## src/rtl/rgbconv_div.sv

```systemverilog
// Restoring divider of the convolution unit, one quotient bit per cycle.
// Unsigned 16-bit operands; done pulses for one cycle. Depends on nothing.
module rgbconv_div (
    input  logic        clk,
    input  logic        rst_n,
    input  logic        start,
    input  logic [15:0] dividend,
    input  logic [15:0] divisor,
    output logic        done,
    output logic [15:0] quotient
);
    logic [16:0] rem_reg, rem_next;
    logic [15:0] quo_reg, quo_next;
    logic [15:0] dsr_reg, dsr_next;
    logic [3:0]  cnt_reg, cnt_next;
    logic        busy_reg, busy_next;
    logic        done_reg, done_next;
    logic [16:0] rem_sh;

    // One shift and subtract step per cycle.
    always_comb
    begin
        rem_next  = rem_reg;
        quo_next  = quo_reg;
        dsr_next  = dsr_reg;
        cnt_next  = cnt_reg;
        busy_next = busy_reg;
        done_next = 1'b0;
        rem_sh    = {rem_reg[15:0], quo_reg[15]};
        if (start) begin
            rem_next  = '0;
            quo_next  = dividend;
            dsr_next  = divisor;
            cnt_next  = '0;
            busy_next = 1'b1;
        end else if (busy_reg) begin
            if (rem_sh >= {1'b0, dsr_reg}) begin
                rem_next = rem_sh - {1'b0, dsr_reg};
                quo_next = {quo_reg[14:0], 1'b1};
            end else begin
                rem_next = rem_sh;
                quo_next = {quo_reg[14:0], 1'b0};
            end
            cnt_next = cnt_reg + 4'd1;
            if (cnt_reg == 4'd15) begin
                busy_next = 1'b0;
                done_next = 1'b1;
            end
        end
    end

    always_ff @(posedge clk or negedge rst_n)
    begin
        if (!rst_n) begin
            busy_reg <= 1'b0;
            done_reg <= 1'b0;
            cnt_reg  <= '0;
        end else begin
            busy_reg <= busy_next;
            done_reg <= done_next;
            cnt_reg  <= cnt_next;
        end
    end

    always_ff @(posedge clk)
    begin
        rem_reg <= rem_next;
        quo_reg <= quo_next;
        dsr_reg <= dsr_next;
    end

    assign done     = done_reg;
    assign quotient = quo_reg;

endmodule

```

## config.mk

```make
export PLATFORM = sky130hd
export DESIGN_NAME = rgbconv_div
export DESIGN_NICKNAME = d
export VERILOG_FILES = /design/src/rtl/rgbconv_div.sv
export SDC_FILE = /design/constraint.sdc
export NUM_CORES = 1
export LEC_CHECK = 0
export BUFFER_PORTS_ARGS = -buffer_cell sky130_fd_sc_hd__buf_4
export CORE_MARGIN = 4
export CORE_UTILIZATION = 40
export CTS_CLUSTER_DIAMETER = 200
export CTS_CLUSTER_SIZE = 25
export DETAILED_ROUTE_END_ITERATION = 7
export SYNTH_ARGS = -nofsm -noshare
export SYNTH_HDL_FRONTEND = slang
export SYNTH_SLANG_ARGS = --single-unit
export TNS_END_PERCENT = 30
```

## constraint.sdc

```tcl
create_clock -name clk -period 2.2 [get_ports clk]
set_input_delay 0.33 -clock clk [delete_from_list [all_inputs] [get_ports clk]]
set_output_delay 0.33 -clock clk [all_outputs]
set_load 0.1 [all_outputs]
```

## Word level (Yosys, flattened, before mapping)

Index checks and enable logic that the tools add are counted.

- Word-level logic and storage cells: 23
- Memory bits (read-only): 0
- Bits of input ports: 35
- Memories: 0
- Register bits after elaboration: 54
- Bits in latches: 0
- RAM bits: 0

- Shift operators: 0
- Equal/unequal tests: 1
- Div/mod/pow operators: 0
- Reductions and logical operators: 1
- Muxes and demuxes: 12
- Add/subtract/negate cells: 2
- Bitwise logic cells: 0
- Order comparisons: 1
- Multipliers: 0

Operator list:

| kind | number |
|---|---|
| 16-bit two-way mux | 3 |
| 17-bit by 16-bit greater-or-equal comparator with 1-bit output | 1 |
| 16-bit subtractor | 1 |
| 4-bit two-way mux | 2 |
| 1-bit two-way mux | 7 |
| 4-bit by 1-bit adder with 4-bit output, second input constant | 1 |
| 4-bit equality test, second input constant | 1 |
| 2-bit nonzero test | 1 |

## Depth between registers and ports, before layout

Gate-level depths: netlist of run 1.

- Word-level depth: 4
- Depth in mapped cells: 11
- Depth with buffers taken out: 9

## Worst setup path before layout of run 1

No wires, ideal clock.

- Path type: register to register
- Start: register quo_reg[15] (netlist: quotient[15])
- End: register rem_reg[14]
- Setup slack: -0.566 ns
- Path buffers: 0
- Clock period less this slack: 2.766 ns
- Library setup time: 0.126 ns
- Cell stages (with the launch flop): 10
- Arrival time: 2.640 ns
- Path through: edfxtp_1 > inv_1 > ha_1 > fa_1 > nand2b_1 > a21oi_1 > a211oi_1 > o41ai_1 > xnor2_1 > o31ai_2

- Word-level cells in the longest chain between the ends: 2

RTL lines:

| element | RTL line | text |
|---|---|---|
| start: declaration | 13 | `logic [15:0] quo_reg, quo_next;` |
| start signal: assignment | 68 | `quo_reg <= quo_next;` |
| 16-bit subtractor / 17-bit by 16-bit greater-or-equal comparator with 1-bit output (equally long branches) | 38, 37 |  |
| 16-bit two-way mux * | 37 | `if (rem_sh >= {1'b0, dsr_reg}) begin` |
| end signal: assignment | 67 | `rem_reg <= rem_next;` |
| end: declaration | 12 | `logic [16:0] rem_reg, rem_next;` |

Every way passes the cells marked *; elsewhere a longest branch is shown, timed or not.
A chain may end at the register's enable or synchronous reset.

## Worst setup path in the final report of run 1

- Start: register dsr_reg[0]
- End: register rem_reg[14]

- Word-level cells in the longest chain between the ends: 2

RTL lines:

| element | RTL line | text |
|---|---|---|
| start: declaration | 14 | `logic [15:0] dsr_reg, dsr_next;` |
| start signal: assignment | 69 | `dsr_reg <= dsr_next;` |
| 16-bit subtractor / 17-bit by 16-bit greater-or-equal comparator with 1-bit output (equally long branches) | 38, 37 |  |
| 16-bit two-way mux * | 37 |  |

Marks and branches as above.

==> flow_metrics.tcl, run 1 <==
set metrics [dict create \
    synth-compound-area-share_pct 20.47 \
    synth-simple-area-share_pct 11.87 \
    cp-end-kind "flop" \
    first_pass_iters 4 \
    cp.arrival_ns 2.43 \
    synthCells 302 \
    finalClockSkew_ns 0.004299 \
    hold_violations 0 \
    core_area_mm2 0.007727 \
    swShare_pct 33.09 \
    synth_ff_type "edfxtp_1" \
    wl_per_cell_um 15.93 \
    timing.rr.end "rem_reg[14]" \
    violations "setup timing" \
    p_total_mw 2.534 \
    dp_cells 490 \
    critPathKind "reg2reg" \
    synthTopCellsByArea "edfxtp_1 30%, dfxtp_1 10%, ha_1 6.7%" \
    power.leakage_nw 1.845 \
    h-tree-depth 2 \
    slew_violations 0 \
    rsz0062_at_grt "yes" \
    die-area_mm2 0.009418 \
    dr_total_vias 2710 \
    stdcell_count 505 \
    min_from "divisor[3]" \
    grt_use_total_pct 16.50 \
    maxCapViolations 0 \
    slew_headroom_pct 71.26 \
    syn_area_mm2 0.003172 \
    cts_tree "done" \
    vias_per_cell 5.366 \
    numPortBuffers 51 \
    pwr-share-clk_pct 23.7 \
    ir_drop_uv 417.1 \
    synth_top_family_by_area "compound AO/OA/AOI/OAI gates" \
    r2r_slack_ns -0.01 \
    finalCriticalPeriod_ns 2.212 \
    antenna_cells 0 \
    power_density_mw_per_mm2 591.2 \
    post-route-util_pct 55.46 \
    yosys_warnings 0 \
    drt_iter0_drc 127 \
    worst-path-max-fanout 2 \
    r2r_start "dsr_reg[0]" \
    hold_class "in2reg" \
    globalRoute.totalOverflow 0 \
    final_nets 455 \
    drc 0 \
    final_cell_area_mm2 0.004285 \
    numCtsBuffers 5 \
    io_pins 52 \
    synth-edff-count 32 \
    seq_area_frac_synth_pct 45.13 \
    cp.required_ns 2.42 \
    synth_xor_area_share_pct 3.037 \
    grt_first_pass_wirelength_mm 12.88 \
    synthDominantCellAreaShare_pct 30.30 \
    wl_mm 8.047 \
    die_h_um 97.05 \
    clkSinkCount 54 \
    report.final.setup_viol 1 \
    p_int_mw 1.695 \
    reg2reg_depth 8 \
    clk_pin_slew_ns 0.10 \
    initial_core_util_pct 41.05 \
    syn_avg_cell_area_um2 10.50 \
    yosysTopAreaCell "edfxtp_1" \
    layout-drive-gt1-share_pct 40.45 \
    area_growth_pct 35.11 \
    synth_fa_ha_area_share_pct 7.337 \
    die_w_um 97.05 \
    net-switching-power_uw 838.4 \
    dp_hpwl_mm 5.966 \
    clock_path_buffers 2 \
    hold_end "dsr_reg[3]" \
    grt_max_degree 35 \
    grt_pass1_vias 2652 \
    fin_crit_sh_pct 100.5 \
    syn_nets 355 \
    ys_seq_elements 54 \
    placed_cell_area_mm2 0.004028 \
    async_flop_share_pct 11.11 \
    fin_ws_ns -0.01196 \
    run_status "finished with violations" \
    root_buffer "clkbuf_8" \
    muxShareOfSynthArea_pct 6.272 \
    antenna_left 0 \
    share_comb_of_total_power_pct 29.8 \
    crit_start "dsr_reg[0]" \
    n_fill_cell 690 \
    fmax_mhz 452.1 \
    row_count 32 \
    synth_cell_types 65 \
    antenna_found_initial 0 \
    seq_power_share_pct 46.5 \
    tightest_slew_ns 0.4301 \
    cp-start-kind "flop" \
    whs_path_depth 1 \
    gp_congestion 0.8735 \
    worstSkewPairLatency_ns 0.30 \
]
-- metal layers --
metal / track usage [%] / up-vias / part of all wire [%]
met2: 26.22 / 75 / 47
li1: - / 1339 / -
met4: 4.428 / 0 / 1.4
met5: 0 / - / 0
met3: 2.307 / 9 / 5.4
met1: 23.53 / 1287 / 46
-- Yosys cell counts (7+ instances only) --
cell type and n:
a211oi_1 7, a21oi_1 16, dfxtp_1 16, edfxtp_1 32, ha_1 17, inv_1 21
mux2_2 15, nand2_1 17, nand3_1 11, nor2_1 22, o21ai_0 14, xnor2_1 8
-- how the worst max path moves through the flow --
stage / end / depth (start not counted)
after floorplan: rem_reg[14] / 9
after global placement: rem_reg[14] / 9
after detailed placement: rem_reg[3] / 10
after CTS: rem_reg[14] / 8
after global routing: rem_reg[4] / 9
final: rem_reg[14] / 8
-- metrics by stage --
step           hold slack, ns    TNS, ns  setup WS, ns
2_1_floorplan         0.03441     -3.747       -0.3888
4_1_cts                0.1839  -0.004227     -0.004227
5_1_grt                0.1787    -0.9348       -0.1074
3_3_place_gp           0.1404          0       0.02165
3_5_place_dp           0.1399          0      0.003576
6_report               0.1951   -0.01196      -0.01196
-- cells by family (layout without fill, tap and decap cells) --
group / Yosys count / in the layout
AO/OA/AOI/OAI: 88 / 88
XOR/XNOR: 11 / 11
adder cells (fa/ha/maj): 18 / 18
buffers and inverters: 38 / 139
flip-flops: 54 / 54
multiplexers: 18 / 18
AND/OR/NAND/NOR: 75 / 75
-- worst max-delay path: stages, from the launching register on --
cell and delay (ns):
edfxtp_1 0.43, ha_4 0.19, fa_2 0.36, nand2b_4 0.18, a21oi_4 0.17, a211oi_2 0.08
o41ai_2 0.38, xnor2_1 0.15, o31ai_2 0.19
-- placed cells by master, fill, tap and decap left out, types with 6 or more instances in the layout --
cell / count
buf_4: 104
edfxtp_1: 32
nor2_1: 21
inv_1: 20
nand2_1: 16
dfxtp_1: 16
mux2_2: 15
ha_1: 15
a21oi_1: 13
o21ai_0: 13
nand3_1: 11
xnor2_1: 8
dfrtp_1: 6
clkbuf_8: 6
-- repair_timing --
action | in CTS | in global routing
pin swaps | 0 | 13
gates resized for setup | 1 | 18
hold buffers | 1 | 0
endpoints found under the hold margin | 6 | 0
setup buffers | 0 | 5
gates cloned | 0 | 1
endpoints found under the setup margin | 3 | 16
-- power groups by stage --
stage	combinational (mW)	sequential (mW)	clock [mW]
final	0.754	1.18	0.600
after global routing	0.807	1.19	0.661
after CTS	0.725	1.18	0.622
after detailed placement	0.721	1.20	0
after global placement	0.714	1.20	0
after floorplan	0.266	1.41	0
-- final cells by class --
class	instances	area, µm²	share of cell area [%]
clock buffer	6	82.58	1.927
clock inverter	2	16.27	0.3796
inverter	23	86.33	2.015
multi-input combinational	210	1685	39.33
sequential	54	1431	33.40
tap	102	127.6	2.978
timing repair buffer	108	855.8	19.97
Note: power is estimated with default switching activity, not from simulation.
==> run 2: changes to the inputs <==
--- a/config.mk
+++ b/config.mk
@@ -6,11 +6,14 @@
 export NUM_CORES = 1
 export LEC_CHECK = 0
 export BUFFER_PORTS_ARGS = -buffer_cell sky130_fd_sc_hd__buf_4
+export CAP_MARGIN = 20
+export CORE_ASPECT_RATIO = 1.25
 export CORE_MARGIN = 4
 export CORE_UTILIZATION = 40
 export CTS_CLUSTER_DIAMETER = 200
 export CTS_CLUSTER_SIZE = 25
 export DETAILED_ROUTE_END_ITERATION = 7
+export GPL_TIMING_DRIVEN = 0
 export SYNTH_ARGS = -nofsm -noshare
 export SYNTH_HDL_FRONTEND = slang
 export SYNTH_SLANG_ARGS = --single-unit
==> flow_metrics.tcl, run 2 (synthesis gave the netlist of run 1 again) <==
set metrics [dict create \
    power.leakage_nw 1.781 \
    grt_pass1_vias 2749 \
    slew_violations 0 \
    seqCellArea_mm2 0.001431 \
    violations "setup timing" \
    whs_ns 0.1836 \
    fmax_mhz 436.6 \
    die_h_um 107.6 \
    cpPeakStageDelay_ns 0.42 \
    io_pins 52 \
    cp-end-kind "flop" \
    cts_tree "done" \
    p_total_mw 2.624 \
    worst-path-max-fanout 5 \
    cp_slowest_cell "edfxtp_1" \
    antenna_found_initial 0 \
    cp_common_cell "buf_6" \
    die_w_um 87.65 \
    area_growth_pct 36.69 \
    cp-start-kind "flop" \
    ir_drop_uv 638.7 \
    maxCapViolations 0 \
    worstSkewPairLatency_ns 0.31 \
    whs_path_depth 1 \
    r2r_start "dsr_reg[1]" \
    numPortBuffers 51 \
    mostFrequentLayoutCells "75 x buf_4, 32 x edfxtp_1, 21 x nor2_1" \
    clock_path_buffers 2 \
    placed_cell_area_mm2 0.003719 \
    final_cell_area_mm2 0.004335 \
    globalRoute.totalOverflow 0 \
    clk_pin_slew_ns 0.10 \
    first_pass_iters 4 \
    die-area_mm2 0.009427 \
    rsz0062_at_grt "yes" \
    final_nets 439 \
    grt_max_degree 21 \
    hold_class "in2reg" \
    crit_chain "inv_2 > ha_4 > nor2b_4 > o31a_1 > o21ai_4 > a41o_1 > buf_6 > buf_6 > nand2_4 > a311oi_2" \
    cp.required_ns 2.44 \
    hold_end "dsr_reg[7]" \
    dr_total_vias 2745 \
    vias_per_cell 5.695 \
    use_met2_pct 31.14 \
    drt_iter0_drc 110 \
    h-tree-depth 2 \
    slew_headroom_pct 54.66 \
    post-route-util_pct 55.96 \
    n_fill_cell 703 \
    tightest_slew_ns 0.6776 \
    cpLargestDelayFamily "compound AO/OA/AOI/OAI gates" \
    numCtsBuffers 5 \
    fin_crit_sh_pct 104.1 \
    report.final.setup_viol 11 \
    reg2reg_depth 10 \
    antenna_left 0 \
    cp.depth 10 \
    root_buffer "clkbuf_8" \
    r2r_slack_ns -0.09 \
    path_buf_inv 3 \
    finalCriticalPeriod_ns 2.290 \
    row_count 36 \
    drc 0 \
    run_status "finished with violations" \
    grt_first_pass_wirelength_mm 13.37 \
    layout-drive-gt1-share_pct 40.05 \
    timing.rr.end "rem_reg[3]" \
    finalClockSkew_ns 0.01715 \
    initial_core_util_pct 40.94 \
    dp_hpwl_mm 5.708 \
    clkSinkCount 54 \
    hold_violations 0 \
    gp_congestion 0.8919 \
    grt_use_total_pct 18.12 \
    min_from "divisor[7]" \
    cp.arrival_ns 2.53 \
    multi_input_area_mm2 0.001852 \
    core_area_mm2 0.007747 \
    wl_per_cell_um 17.65 \
    critPathKind "reg2reg" \
    layout_commonest_cell "buf_4" \
    grtUsageMet1_pct 21.86 \
    grt_use_met3_pct 3.446 \
    antenna_cells 0 \
    grt_busiest_layer "met2" \
    wl_mm 8.509 \
    fin_ws_ns -0.09043 \
    power_density_mw_per_mm2 605.2 \
]
## run 2: cell types whose count changed in the layout (fill, tap and decap cells not counted), moves of 4 or more
cell	previous run	this run
ha_4	2	10
buf_4	104	75
ha_1	15	7
clkbuf_1	0	4
inv_2	2	6
inv_1	20	16
buf_6	0	8
## run 2: worst max path at each step
stage | from | end | slack (ns)
after floorplan | quotient[15] | rem_reg[14] | -0.39
after global placement | dsr_reg[6] | quotient[0] | -0.13
after detailed placement | dsr_reg[6] | quotient[0] | -0.17
after CTS | dsr_reg[10] | rem_reg[15] | -0.05
after global routing | dsr_reg[1] | rem_reg[3] | -0.22
final | dsr_reg[1] | rem_reg[3] | -0.09
## run 2: stage by stage
step | cells | setup TNS, ns | setup slack (ns)
after floorplan | 302 | -3.747 | -0.3888
after global placement | 448 | -2.532 | -0.1322
after detailed placement | 448 | -3.596 | -0.1677
after CTS | 477 | -0.4184 | -0.05234
after global routing | 482 | -3.346 | -0.2181
final | 482 | -0.3361 | -0.09043
## run 2: area by class of cell
type	count	share of cell area [%]
multi-input cells	210	42.71
clock inverters	1	0.6926
flip-flops and latches	54	33.02
repair buffers	79	14.57
inverters	23	1.991
clock buffers	7	1.760
plain buffers	13	2.511
well taps	95	2.742
## run 2: layer usage
metal  vias up  routed length [µm]
li1       1307                   -
met1      1334                3498
met2        78                4375
met3        26                 373
met4         0                 262
met5         -                   0
## run 2: timing repair
item | 4_1_cts | 5_1_grt
buffers inserted | 18 | 7
cloned | 3 | 0
pin swaps | 23 | 19
setup endpoints to repair | 16 | 32
hold endpoints to repair | 6 | 0
hold buffers | 1 | 0
resized for setup | 38 | 24
## run 2: where the power goes
group	switching (mW)	total (mW)	internal, mW
Clock	0.328	0.669	0.341
Combinational	0.474	0.771	0.297
Sequential	0.0392	1.18	1.14
==> run 3: changes to the inputs <==
--- a/config.mk
+++ b/config.mk
@@ -10,6 +10,7 @@
 export CORE_ASPECT_RATIO = 1.25
 export CORE_MARGIN = 4
 export CORE_UTILIZATION = 40
+export CTS_BUF_LIST = sky130_fd_sc_hd__clkbuf_4 sky130_fd_sc_hd__clkbuf_8 sky130_fd_sc_hd__clkbuf_16
 export CTS_CLUSTER_DIAMETER = 200
 export CTS_CLUSTER_SIZE = 25
 export DETAILED_ROUTE_END_ITERATION = 7
==> flow_metrics.tcl, run 3 (synthesis gave the netlist of run 1 again) <==
set metrics [dict create \
    core_area_mm2 0.007747 \
    cts_tree "done" \
    maxCapViolations 0 \
    fin_crit_sh_pct 103.8 \
    hold_class "in2reg" \
    power_density_mw_per_mm2 604.8 \
    h-tree-depth 2 \
    n_fill_cell 690 \
    stdcell_count 486 \
    cpPeakStageDelay_ns 0.43 \
    path_buf_inv 3 \
    place_ws_ns -0.1677 \
    clk_pin_slew_ns 0.10 \
    layout-drive-gt1-share_pct 42.71 \
    report.final.setup_viol 9 \
    reg2reg_depth 9 \
    worstSkewPairLatency_ns 0.32 \
    antenna_found_initial 0 \
    cp.arrival_ns 2.35 \
    initial_core_util_pct 40.94 \
    io_pins 52 \
    antenna_left 0 \
    die_w_um 87.65 \
    clock_path_buffers 2 \
    grt_max_degree 21 \
    cp-end-kind "flop" \
    wl_met1_mm 3.413 \
    area_growth_pct 39.17 \
    mostFrequentLayoutCells "79 x buf_4, 32 x edfxtp_1, 20 x nor2_1" \
    critPathKind "reg2reg" \
    worst-path-max-fanout 6 \
    r2r_start "dsr_reg[1]" \
    clkSinkCount 54 \
    r2r_slack_ns -0.08 \
    cp.depth 9 \
    dr_total_vias 2763 \
    numPortBuffers 51 \
    globalRoute.totalOverflow 0 \
    whs_path_depth 1 \
    wl_per_cell_um 17.83 \
    cp_slowest_cell "edfxtp_1" \
    final_nets 443 \
    timing.rr.end "quotient[0]" \
    hold_end "dsr_reg[7]" \
    wl_mm 8.667 \
    cp.required_ns 2.27 \
    rsz0062_at_grt "yes" \
    slew_headroom_pct 57.46 \
    run_status "finished with violations" \
    slew_violations 0 \
    drc 0 \
    vias_per_cell 5.685 \
    fin_ws_ns -0.08297 \
    dr.max_layer_used "met4" \
    first_pass_iters 4 \
    min_from "divisor[7]" \
    root_buffer "clkbuf_8" \
    cp-start-kind "flop" \
    die_h_um 107.6 \
    grt_pass1_vias 2753 \
    layout_commonest_cell "buf_4" \
    ir_drop_uv 634.1 \
    tightest_slew_ns 0.6374 \
    finalCriticalPeriod_ns 2.283 \
    p_total_mw 2.670 \
    grt_use_total_pct 17.95 \
    fmax_mhz 438.0 \
    dp_hpwl_mm 5.708 \
    dp_cells 448 \
    row_count 36 \
    drt_iter0_drc 107 \
    numCtsBuffers 5 \
    die-area_mm2 0.009427 \
    wl_met2_mm 4.523 \
    crit_chain "inv_2 > ha_4 > nor2b_4 > o31a_1 > o21ai_4 > a41o_1 > buf_6 > buf_8 > o21ai_2" \
    gp_congestion 0.8919 \
    dr_wl_met3_um 465 \
    finalClockSkew_ns 0.01629 \
    antenna_cells 0 \
    violations "setup timing" \
    grt_first_pass_wirelength_mm 13.26 \
    hold_violations 0 \
    power.leakage_nw 1.788 \
    cpLargestDelayFamily "compound AO/OA/AOI/OAI gates" \
]
[run 3: changes by cell type in the layout (fill, tap and decap cells not counted), sizes merged]
cell	before	now
buf	89	92
clkbuf	9	10
[run 3: metrics by stage]
stage	cell area, µm²	setup TNS [ns]	utilization (%)	hold slack [ns]
floorplan	3217	-3.747	-	0.03441
global placement	3719	-2.532	48.00	0.1414
detailed placement	3719	-3.596	48.00	0.1429
CTS	4113	-0.3263	53.08	0.1719
global route	4414	-1.773	56.98	0.1689
finish	4414	-0.3427	56.98	0.1803
[run 3: worst max-delay path by stage]
stage	end	slack (ns)	from
after floorplan	rem_reg[14]	-0.39	quotient[15]
after global placement	quotient[0]	-0.13	dsr_reg[6]
after detailed placement	quotient[0]	-0.17	dsr_reg[6]
after CTS	rem_reg[10]	-0.05	dsr_reg[10]
after global routing	quotient[0]	-0.16	dsr_reg[1]
final	quotient[0]	-0.08	dsr_reg[1]
[run 3: cell type report]
class / count / area [µm²] / area share [%]
Sequential cell: 54 / 1433 / 32.45
Buffer: 13 / 116.4 / 2.636
Timing Repair Buffer: 83 / 645.6 / 14.63
Multi-Input combinational cell: 210 / 1901 / 43.06
Clock buffer: 7 / 83.83 / 1.899
Clock inverter: 1 / 30.03 / 0.6803
Tap cell: 95 / 118.9 / 2.693
Inverter: 23 / 86.33 / 1.956
[run 3: report_power, final]
group	internal [mW]	leakage, nW	switching (mW)
Sequential	1.14	0.534	0.0393
Combinational	0.310	1.19	0.481
Clock	0.366	0.0593	0.329
[run 3: what timing repair did]
| action | 4_1_cts | 5_1_grt |
|---|---|---|
| hold buffers | 1 | 0 |
| resized for setup | 24 | 39 |
| cloned | 1 | 2 |
| pin swaps | 14 | 23 |
| endpoints found under the hold margin | 6 | 0 |
| setup endpoints to repair | 16 | 32 |
| setup buffers | 17 | 11 |
[run 3: routing by layer]
layer / track usage, % / vias up
met5: 0 / -
met4: 8.662 / 0
met3: 3.675 / 27
met2: 30.23 / 88
met1: 21.47 / 1337
li1: - / 1311
